==> config.mk <==
export PLATFORM = sky130hd
export DESIGN_NAME = banked_rtc_nibble_registers
export DESIGN_NICKNAME = d
export VERILOG_FILES = /design/src/rtl/brtc_pkg.sv /design/src/rtl/brtc_ctrl.sv /design/src/rtl/brtc_dp.sv /design/src/rtl/banked_rtc_nibble_registers.sv
export SDC_FILE = /design/constraint.sdc
export NUM_CORES = 1
export LEC_CHECK = 0
export BUFFER_PORTS_ARGS = -buffer_cell sky130_fd_sc_hd__buf_4
export CAP_MARGIN = 30
export CELL_PAD_IN_SITES_DETAIL_PLACEMENT = 1
export CELL_PAD_IN_SITES_GLOBAL_PLACEMENT = 1
export CORE_MARGIN = 1
export CORE_UTILIZATION = 56
export CTS_CLUSTER_SIZE = 30
export DETAILED_ROUTE_END_ITERATION = 6
export GPL_ROUTABILITY_DRIVEN = 0
export PLACE_DENSITY = 0.94
export SLEW_MARGIN = 30
export SYNTH_ARGS = -nofsm -noshare
export SYNTH_HDL_FRONTEND = slang
export SYNTH_HIERARCHICAL = 1
export SYNTH_SLANG_ARGS = --single-unit
==> constraint.sdc <==
create_clock -name aclk -period 7.71 [get_ports aclk]
set_clock_uncertainty 0.05 [all_clocks]
set_input_delay 0 -clock aclk [delete_from_list [all_inputs] [get_ports aclk]]
set_output_delay 0 -clock aclk [all_outputs]
set_load 0.02 [all_outputs]
==> src/rtl/brtc_pkg.sv <==
`default_nettype none
package brtc_pkg;

    localparam logic [1:0] CMD_READ  = 2'd0;
    localparam logic [1:0] CMD_WRITE = 2'd1;
    localparam logic [1:0] CMD_TICK  = 2'd2;

    localparam int BANK_DEPTH = 16;
    localparam int FILE_DEPTH = 64;
    localparam int MEM_DEPTH  = FILE_DEPTH - BANK_DEPTH;

    localparam logic [3:0] ADDR_MODE = 4'd13;
    localparam int         MODE_RUN_BIT = 3;

    localparam logic [3:0] POS_SEC  = 4'd0;
    localparam logic [3:0] POS_MIN  = 4'd2;
    localparam logic [3:0] POS_HOUR = 4'd4;
    localparam logic [3:0] POS_DAY  = 4'd7;
    localparam logic [3:0] POS_MON  = 4'd9;
    localparam logic [3:0] POS_YEAR = 4'd11;

    localparam logic [6:0] LIM_SEC  = 7'd60;
    localparam logic [6:0] LIM_MIN  = 7'd60;
    localparam logic [6:0] LIM_HOUR = 7'd24;
    localparam logic [6:0] LIM_MON  = 7'd12;
    localparam logic [6:0] LIM_YEAR = 7'd99;

    typedef enum logic {
        ST_IDLE,
        ST_EXEC
    } state_t;

    typedef struct packed {
        logic load;
        logic exec;
    } dp_cmd_t;

endpackage
`default_nettype wire

==> src/rtl/brtc_ctrl.sv <==
`default_nettype none
module brtc_ctrl (
    input  wire logic              aclk,
    input  wire logic              aresetn,
    input  wire logic              s_tvalid,
    output logic                   s_tready,
    output logic                   m_tvalid,
    input  wire logic              m_tready,
    output brtc_pkg::dp_cmd_t      dp_cmd
);

    brtc_pkg::state_t state_reg, state_next;
    logic             out_valid_reg, out_valid_next;

    always_ff @(posedge aclk) begin
        if (!aresetn) begin
            state_reg     <= brtc_pkg::ST_IDLE;
            out_valid_reg <= 1'b0;
        end else begin
            state_reg     <= state_next;
            out_valid_reg <= out_valid_next;
        end
    end

    always_comb begin
        state_next  = state_reg;
        s_tready    = 1'b0;
        dp_cmd.load = 1'b0;
        dp_cmd.exec = 1'b0;
        unique case (state_reg)
            brtc_pkg::ST_IDLE: begin
                s_tready    = 1'b1;
                dp_cmd.load = s_tvalid;
                if (s_tvalid) begin
                    state_next = brtc_pkg::ST_EXEC;
                end
            end
            brtc_pkg::ST_EXEC: begin
                // hold until the output slot drains
                dp_cmd.exec = !out_valid_reg || m_tready;
                if (dp_cmd.exec) begin
                    state_next = brtc_pkg::ST_IDLE;
                end
            end
            default: begin
                state_next = brtc_pkg::ST_IDLE;
            end
        endcase

        out_valid_next = out_valid_reg;
        if (dp_cmd.exec) begin
            out_valid_next = 1'b1;
        end else if (m_tready) begin
            out_valid_next = 1'b0;
        end
    end

    assign m_tvalid = out_valid_reg;

endmodule
`default_nettype wire

==> src/rtl/brtc_dp.sv <==
`default_nettype none
module brtc_dp (
    input  wire logic              aclk,
    input  wire logic              aresetn,
    input  wire brtc_pkg::dp_cmd_t dp_cmd,
    input  wire logic [1:0]        in_command,
    input  wire logic [3:0]        in_address,
    input  wire logic [3:0]        in_write_data,
    output logic [3:0]             read_data
);

    localparam int MemDepth = brtc_pkg::MEM_DEPTH;
    localparam int BankDepth = brtc_pkg::BANK_DEPTH;
    localparam int IdxW = $clog2(MemDepth);

    logic [3:0]      bank0_reg [BankDepth];
    logic [3:0]      bank0_next [BankDepth];
    logic [3:0]      tick_file [BankDepth];
    logic [3:0]      mem [MemDepth];
    logic            valid_reg [MemDepth];

    logic [1:0]      cmd_reg;
    logic [3:0]      addr_reg;
    logic [3:0]      wdata_reg;
    logic [5:0]      tgt_reg, tgt_next;
    logic [3:0]      rdata_reg;
    logic            rvalid_reg;
    logic [3:0]      result_reg, result_next;

    logic [IdxW-1:0] rd_idx, wr_idx;
    logic            rd_in_mem, wr_in_mem, mem_we;

    function automatic logic [7:0] pair_val(input logic [3:0] ones, input logic [3:0] tens);
        return {1'b0, tens, 3'b000} + {3'b000, tens, 1'b0} + {4'b0000, ones};
    endfunction

    // {wrap, tens, ones} after adding one
    function automatic logic [8:0] pair_step(input logic [3:0] ones, input logic [3:0] tens,
                                             input logic [6:0] limit);
        logic [7:0] k;
        logic [4:0] o1;
        logic [3:0] on;
        logic [3:0] tn;
        logic       wrap;
        k    = pair_val(ones, tens) + 8'd1;
        wrap = k >= {1'b0, limit};
        o1   = {1'b0, ones} + 5'd1;
        if (o1 >= 5'd10) begin
            on = 4'(o1 - 5'd10);
            tn = tens + 4'd1;
        end else begin
            on = o1[3:0];
            tn = tens;
        end
        if (wrap) begin
            on = 4'd0;
            tn = 4'd0;
        end
        return {wrap, tn, on};
    endfunction

    function automatic logic [6:0] days_in(input logic [7:0] mon, input logic [7:0] yr);
        logic [6:0] d;
        if (mon == 8'd1) begin
            d = (yr[1:0] == 2'd0) ? 7'd29 : 7'd28;
        end else if (mon == 8'd3 || mon == 8'd5 || mon == 8'd8 || mon == 8'd10) begin
            d = 7'd30;
        end else begin
            d = 7'd31;
        end
        return d;
    endfunction

    // tick cascade over bank 0
    always_comb begin
        logic [8:0] sec_s, min_s, hour_s, day_s, mon_s, year_s;
        logic [6:0] dlim;
        logic       c_sec, c_min, c_hour, c_day, c_mon, c_year;
        for (int i = 0; i < BankDepth; i++) begin
            tick_file[i] = bank0_reg[i];
        end
        dlim   = days_in(pair_val(bank0_reg[brtc_pkg::POS_MON], bank0_reg[brtc_pkg::POS_MON + 4'd1]),
                         pair_val(bank0_reg[brtc_pkg::POS_YEAR],
                                  bank0_reg[brtc_pkg::POS_YEAR + 4'd1]));
        sec_s  = pair_step(bank0_reg[brtc_pkg::POS_SEC], bank0_reg[brtc_pkg::POS_SEC + 4'd1],
                           brtc_pkg::LIM_SEC);
        min_s  = pair_step(bank0_reg[brtc_pkg::POS_MIN], bank0_reg[brtc_pkg::POS_MIN + 4'd1],
                           brtc_pkg::LIM_MIN);
        hour_s = pair_step(bank0_reg[brtc_pkg::POS_HOUR], bank0_reg[brtc_pkg::POS_HOUR + 4'd1],
                           brtc_pkg::LIM_HOUR);
        day_s  = pair_step(bank0_reg[brtc_pkg::POS_DAY], bank0_reg[brtc_pkg::POS_DAY + 4'd1],
                           dlim);
        mon_s  = pair_step(bank0_reg[brtc_pkg::POS_MON], bank0_reg[brtc_pkg::POS_MON + 4'd1],
                           brtc_pkg::LIM_MON);
        year_s = pair_step(bank0_reg[brtc_pkg::POS_YEAR], bank0_reg[brtc_pkg::POS_YEAR + 4'd1],
                           brtc_pkg::LIM_YEAR);
        c_sec  = bank0_reg[brtc_pkg::ADDR_MODE][brtc_pkg::MODE_RUN_BIT];
        c_min  = c_sec & sec_s[8];
        c_hour = c_min & min_s[8];
        c_day  = c_hour & hour_s[8];
        c_mon  = c_day & day_s[8];
        c_year = c_mon & mon_s[8];
        if (c_sec) begin
            tick_file[brtc_pkg::POS_SEC]        = sec_s[3:0];
            tick_file[brtc_pkg::POS_SEC + 4'd1] = sec_s[7:4];
        end
        if (c_min) begin
            tick_file[brtc_pkg::POS_MIN]        = min_s[3:0];
            tick_file[brtc_pkg::POS_MIN + 4'd1] = min_s[7:4];
        end
        if (c_hour) begin
            tick_file[brtc_pkg::POS_HOUR]        = hour_s[3:0];
            tick_file[brtc_pkg::POS_HOUR + 4'd1] = hour_s[7:4];
        end
        if (c_day) begin
            tick_file[brtc_pkg::POS_DAY]        = day_s[3:0];
            tick_file[brtc_pkg::POS_DAY + 4'd1] = day_s[7:4];
        end
        if (c_mon) begin
            tick_file[brtc_pkg::POS_MON]        = mon_s[3:0];
            tick_file[brtc_pkg::POS_MON + 4'd1] = mon_s[7:4];
        end
        if (c_year) begin
            tick_file[brtc_pkg::POS_YEAR]        = year_s[3:0];
            tick_file[brtc_pkg::POS_YEAR + 4'd1] = year_s[7:4];
        end
    end

    always_comb begin
        tgt_next  = (in_address >= brtc_pkg::ADDR_MODE) ? {2'b00, in_address}
                                                        : {bank0_reg[brtc_pkg::ADDR_MODE][1:0],
                                                           in_address};
        rd_in_mem = tgt_next[5:4] != 2'b00;
        rd_idx    = IdxW'(tgt_next - 6'(BankDepth));
        wr_in_mem = tgt_reg[5:4] != 2'b00;
        wr_idx    = IdxW'(tgt_reg - 6'(BankDepth));
        mem_we    = dp_cmd.exec && cmd_reg == brtc_pkg::CMD_WRITE && wr_in_mem;

        result_next = 4'd0;
        if (cmd_reg == brtc_pkg::CMD_READ && addr_reg < brtc_pkg::ADDR_MODE) begin
            if (!wr_in_mem) begin
                result_next = bank0_reg[tgt_reg[3:0]];
            end else if (rvalid_reg) begin
                result_next = rdata_reg;
            end
        end

        for (int i = 0; i < BankDepth; i++) begin
            bank0_next[i] = bank0_reg[i];
        end
        if (dp_cmd.exec) begin
            unique case (cmd_reg)
                brtc_pkg::CMD_WRITE: begin
                    if (!wr_in_mem) begin
                        bank0_next[tgt_reg[3:0]] = wdata_reg;
                    end
                end
                brtc_pkg::CMD_TICK: begin
                    for (int i = 0; i < BankDepth; i++) begin
                        bank0_next[i] = tick_file[i];
                    end
                end
                default: begin
                end
            endcase
        end
    end

    always_ff @(posedge aclk) begin
        if (!aresetn) begin
            for (int i = 0; i < BankDepth; i++) begin
                bank0_reg[i] <= 4'd0;
            end
            for (int i = 0; i < MemDepth; i++) begin
                valid_reg[i] <= 1'b0;
            end
        end else begin
            for (int i = 0; i < BankDepth; i++) begin
                bank0_reg[i] <= bank0_next[i];
            end
            if (mem_we) begin
                valid_reg[wr_idx] <= 1'b1;
            end
        end
    end

    always_ff @(posedge aclk) begin
        if (mem_we) begin
            mem[wr_idx] <= wdata_reg;
        end
        if (dp_cmd.load && rd_in_mem) begin
            rdata_reg  <= mem[rd_idx];
            rvalid_reg <= valid_reg[rd_idx];
        end
    end

    always_ff @(posedge aclk) begin
        if (dp_cmd.load) begin
            cmd_reg   <= in_command;
            addr_reg  <= in_address;
            wdata_reg <= in_write_data;
            tgt_reg   <= tgt_next;
        end
        if (dp_cmd.exec) begin
            result_reg <= result_next;
        end
    end

    assign read_data = result_reg;

endmodule
`default_nettype wire

==> src/rtl/banked_rtc_nibble_registers.sv <==
`default_nettype none
// Banked RTC nibble register file: each accepted beat is a bus read, a bus write, a
// one-second tick or an unused no-op, and returns exactly one result beat (the read
// nibble, or zero). On accept the banked memory (banks 1 to 3) is read into a register;
// the execute step, which waits while the output register is full and not taken, updates
// bank 0 or the memory and loads the output register. The next beat is accepted only
// once execution is done. The output register lets a new beat be accepted while the
// previous result waits. Bank 0 lives in flip-flops, and the 48-entry memory has
// per-entry valid bits cleared at reset, so no clearing pass is needed after reset.
module banked_rtc_nibble_registers (
    input  wire logic        aclk,
    input  wire logic        aresetn,
    input  wire logic        s_tvalid,
    output logic             s_tready,
    input  wire logic [15:0] s_tdata,   // command[1:0], address[5:2], write_data[9:6]
    output logic             m_tvalid,
    input  wire logic        m_tready,
    output logic [7:0]       m_tdata    // read_data[3:0]
);

    brtc_pkg::dp_cmd_t dp_cmd;
    logic [3:0]        read_data;

    brtc_ctrl u_ctrl (
        .aclk     (aclk),
        .aresetn  (aresetn),
        .s_tvalid (s_tvalid),
        .s_tready (s_tready),
        .m_tvalid (m_tvalid),
        .m_tready (m_tready),
        .dp_cmd   (dp_cmd)
    );

    brtc_dp u_dp (
        .aclk          (aclk),
        .aresetn       (aresetn),
        .dp_cmd        (dp_cmd),
        .in_command    (s_tdata[1:0]),
        .in_address    (s_tdata[5:2]),
        .in_write_data (s_tdata[9:6]),
        .read_data     (read_data)
    );

    assign m_tdata = {4'd0, read_data};

endmodule
`default_nettype wire

# [Yosys cells after proc, flatten, opt, wreduce, memory -nomap -nowiden]
# Memory sizes are Yosys's and may differ from the RTL's. A register that Yosys moved wholly into a read port is not among the register bits.
# Index checks and enable logic that the tools add are counted.
[word_totals] mem_bits_rw=304 ff_bits=22 mem_count=3
[mem_list] memory="u_dp.mem" words=48 width=4 read_ports=1 rd_clocked_by_memory_dff=1 wr=1 line_no="brtc_dp.sv:19" source="logic [3:0] mem [MemDepth];"
[mem_list] memory="u_dp.bank0_reg" words=16 width=4 read_ports=17 rd_clocked_by_memory_dff=1 wr=16 line_no="brtc_dp.sv:16" source="logic [3:0] bank0_reg [BankDepth];"
[mem_list] memory="u_dp.valid_reg" words=48 width=1 read_ports=1 rd_clocked_by_memory_dff=1 wr=48 line_no="brtc_dp.sv:20" source="logic valid_reg [MemDepth];"
[classes] add_sub_neg=38 order_cmp=16 n_eq_ne=7 mux=76 n_reduce_logical=16 bitwise_logic=23
[ops] cell="$mux W4" n=44
[ops] cell="$mux W64" n=2
[ops] cell="$pmux W64 S2" n=1
[ops] cell="$bwmux W64" n=1
[ops] cell="$add A7 B5 Y8" n=6
[ops] cell="$add A8 B1 Y8 const B" n=6
[ops] cell="$add A8 B4 Y8" n=6
[ops] cell="$mux W8" n=6
[ops] cell="$add A4 B1 Y5 const B" n=6
[ops] cell="$ge A5 B4 Y1 const B" n=6
[ops] cell="$add A4 B1 Y4 const B" n=6
[ops] cell="$sub A4 B4 Y4 const B" n=6
[ops] cell="$mux W1" n=17
[ops] cell="$demux W4 S4" n=1
[ops] cell="$eq A8 B4 Y1 const B" n=2
[ops] cell="$ge A8 B6 Y1 const B" n=2
[ops] cell="$or A1 B1 Y1" n=16
[ops] cell="$mux W6" n=2
[ops] cell="$sub A6 B5 Y6 const B" n=2
[ops] cell="$eq A8 B1 Y1 const B" n=1
[ops] cell="$eq A8 B2 Y1 const B" n=1
[ops] cell="$eq A8 B3 Y1 const B" n=1
[ops] cell="$ge A8 B4 Y1 const B" n=1
[ops] cell="$ge A8 B5 Y1 const B" n=1
[ops] cell="other kinds (19)" n=33

# [Logic depth before layout (Yosys ltp)]
# An unclocked memory read counts as a cell.
[logic_depth] depth_word=16 mapped_depth=14 depth_no_buf=13

# [Modules after synthesis]
# The synthesis kept the hierarchy.
[by_module_without_submodules] module="brtc_dp" cells_per_inst=1373 instances=1 area_each_um2=16926.2 seq_area_each_um2=8888.5
[by_module_without_submodules] module="brtc_ctrl" cells_per_inst=10 instances=1 area_each_um2=110.1 seq_area_each_um2=40.0
[by_module_without_submodules] module="banked_rtc_nibble_registers" cells_per_inst=5 instances=1 area_each_um2=33.8 seq_area_each_um2=0.0

# [Worst setup path before layout]
# No wires, ideal clock.
[synth_path] path_type="register to register" startpoint="memory u_dp.bank0_reg[9][3]" endpoint="memory u_dp.bank0_reg[12][2]" n_path_buf=1 arrival_time_ps=3965 path_stages_with_launch=14 slack_ps=3609 path_cell_list="dfxtp_1 > fa_1 > fa_1 > nor3b_1 > a21oi_1 > or4_1 > ha_1 > nand2b_1 > a21oi_1 > o41ai_2 > o2111ai_1 > or3_4 > buf_6 > a221oi_2"
[synth_lines] item="from (decl)" line_no="brtc_dp.sv:16"

==> qor.csv <==
stage,metric,value,unit
detailed_routing,ANT nets after route,0,
finish,Syn-to-layout area delta,10.3,%
synth,Yosys reg bits,341,
detailed_routing,1st-pass router iterations,5,
setup_path,flop-to-flop setup slack,3110,ps
sta,Final TNS setup,0,ps
clocking,CTS tree,done,
finish,max FFs per register,189,
global_routing,M1 GR Usage,42.9,%
run_status,status,completed,
synth,Mapped Area,0.0171,sq mm
global_routing,initial antenna violation count,0,
finish,share of layout cells above drive strength 1,16.2,%
floorplanning,DIE WIDTH,177,um
sta,RSZ-0062 raised after global routing,no,
synth,Netlist cell types,86,
detailed_routing,DRC,0,
global_routing,total grt overflow,0,
synth,Synth area leaders,"edfxtp_1 (37%), dfxtp_1 (15%), mux4_2 (13%)",
sta,final setup fails,0,
global_routing,first-pass GRT wire length,85100,um
finish,Fill cells,2879,
sta,final hold vios,0,
setup_path,Reg2Reg Depth,13,
setup_path,CP max FO,17,
synth,synthesis warning total,6,
synth,post-synth top area share,36.9,%
clocking,clk_lat worst skew,550,ps
floorplanning,FP Rows,63,
setup_path,RR Startpoint,u_dp/bank0_reg[9][3],
setup_path,Worst setup endpoint,u_dp/bank0_reg[12][2],
clocking,CTS buffer count,36,
clocking,hold_buf cts,12,
global_routing,met3 usage,7.15,%
power_and_ir_drop,Leak Pwr,6.64,nW
power_and_ir_drop,Final Power,4.08,mW
place,dpl hpwl,32700,um
finish,"commonest non-fill, non-tap cell in the layout",edfxtp_1,
sta,Final Slew Violations,0,
synth,ys flop type,edfxtp_1,
power_and_ir_drop,total power per unit cell area,217,mW/mm^2
setup_path,worst setup path category,flip-flop to flip-flop,
synth,"FFs w/ async S/R, synth",0,%
run,maxcap violations,0,
setup_path,crit path from,u_dp/bank0_reg[9][3],
power_and_ir_drop,Peak VDD IR,0.208,mV
floorplanning,core area,0.0298,sq mm
synth,post-synth top area cell,edfxtp_1,
detailed_routing,via/cell ratio,7.13,
detailed_routing,routed length per placed instance,31.3,um
setup_path,crit path capture type,flip-flop,
floorplanning,Die Y,177,um
sta,Final min period,4600,ps
finish,most frequent cells in the layout,"edfxtp_1 (210), nor2_1 (201), dfxtp_1 (130)",
clocking,H-tree depth,2,
sta,Relative slew margins,32.5,%
detailed_routing,total vias in the final route,12872,
clocking,Clock Pin Slew Worst Setup and Hold Paths,70,ps
sta,slew of the pin with the lowest slew margin,1010,ps
detailed_routing,DR iter-0 viols,1547,
clocking,clk sinks,341,
setup_path,RR Endpoint,u_dp/bank0_reg[12][2],
synth,Syn Area/Cell,12.3,sq um
synth,Syn Inst Count,1388,
detailed_routing,Routed Wire Length,56600,um
setup_path,"Data arrival, critical path",4980,ps
sta,final cycle utilization of the critical path,59.6,%
finish,area occupied by multi-input gates,0.00763,sq mm
min_path,Hold Crit Class,input pin to flip-flop,
global_routing,gr busiest metal,met2,
clocking,CTS root buffer,clkbuf_16,
global_routing,met2 GRT Util,63.4,%
global_routing,largest net degree at the start of global routing,77,
clocking,Clock Path Buffers,3,
floorplanning,IO Pins,30,
global_routing,vias in the first global route,13657,
setup_path,Critical Path Start Type,flip-flop,
finish,antenna cell count,0,
clocking,post_cts resized,0,
floorplanning,Initial Util,57.3,%
finish,Nets,1492,
setup_path,worst path required time,8090,ps
place,Port Buffer Count,19,
clocking,# Post-CTS Setup Buffers,0,
synth,sequential share of the synthesized area,52.3,%
floorplanning,total die area,0.0312,sq mm
sta,maximum clock frequency,0.218,GHz
global_routing,gr usage total,37.1,%
finish,FF/Latch Area,0.00893,sq mm
synth,"EDFF count, synth",210,
[synth_stat cells (16+ instances only)]
cell type,instances
a21oi_1,58
clkbuf_1,64
dfxtp_1,131
edfxtp_1,210
ha_1,73
inv_1,44
mux2i_1,32
mux4_2,96
nand2_1,87
nand3_1,28
nor2_1,201
nor2b_1,16
nor3_1,22
o21ai_0,35
[layout make-up]
class,count,area share [%]
inverters,45,0.897
flip-flops and latches,341,47.4
clock buffers,47,5.38
well taps,390,2.59
multi-input cells,917,40.5
clock inverters,19,1.19
repair buffers,46,1.99
[worst max-delay path, stage by stage, from the launching register on]
cell and delay, ps:
dfxtp_1 520, fa_1 540, fa_1 640, nor3b_1 210, a21oi_1 50, or4_1 450
ha_1 290, nand2b_1 90, a21oi_1 70, o41ai_2 330, buf_4 310, o2111ai_1 220
or3_4 440, a221oi_2 280
[how the worst min path moves through the flow]
stage	start	end	cells after the start
2_1_floorplan	s_tdata[2]	u_dp/addr_reg[0]	0
3_3_place_gp	s_tdata[7]	u_dp/wdata_reg[1]	1
3_5_place_dp	s_tdata[1]	u_dp/cmd_reg[1]	1
4_1_cts	s_tvalid	u_dp/tgt_reg[4]	3
5_1_grt	s_tvalid	u_dp/tgt_reg[4]	3
6_report	s_tvalid	u_dp/tgt_reg[4]	3
[kinds of logic (layout without fill, tap and decap cells)]
| group | after synthesis | after routing | share of synthesized area [%] |
|---|---|---|---|
| mux | 136 | 136 | 15.1 |
| other cells | 1 | 4 | 0.0220 |
| compound gates | 236 | 236 | 9.84 |
| buf+inv | 133 | 157 | 3.20 |
| simple gates | 434 | 434 | 11.7 |
| flops | 341 | 341 | 52.3 |
| xor+xnor | 22 | 22 | 1.13 |
| fa+ha+maj | 85 | 85 | 6.76 |
[power by group]
group	total (mW)	internal (mW)	switching (mW)
registers	1.97	1.94	0.0279
logic	0.254	0.0888	0.165
clock network	1.86	1.05	0.809
[per-stage QoR]
step                      cells  instance area (sq um)  utilization [%]  hold WS [ps]  setup WS, ps
after floorplan            1391                  17100                -          48.9          3610
after global placement     1727                  17500             58.6           128          3370
after detailed placement   1727                  17500             58.6           132          3230
after CTS                  1805                  18800             63.1          90.0          3190
after global routing       1805                  18800             63.2          99.4          2940
final                      1805                  18800             63.2           104          3110
[layer usage]
| layer | routed length (um) | vias to the layer above |
|---|---|---|
| met5 | 0 | - |
| met4 | 3930 | 0 |
| met3 | 5040 | 285 |
| met2 | 28300 | 854 |
| met1 | 19300 | 6490 |
| li1 | - | 5243 |
No activity file was read; power rests on OpenSTA's default activity.
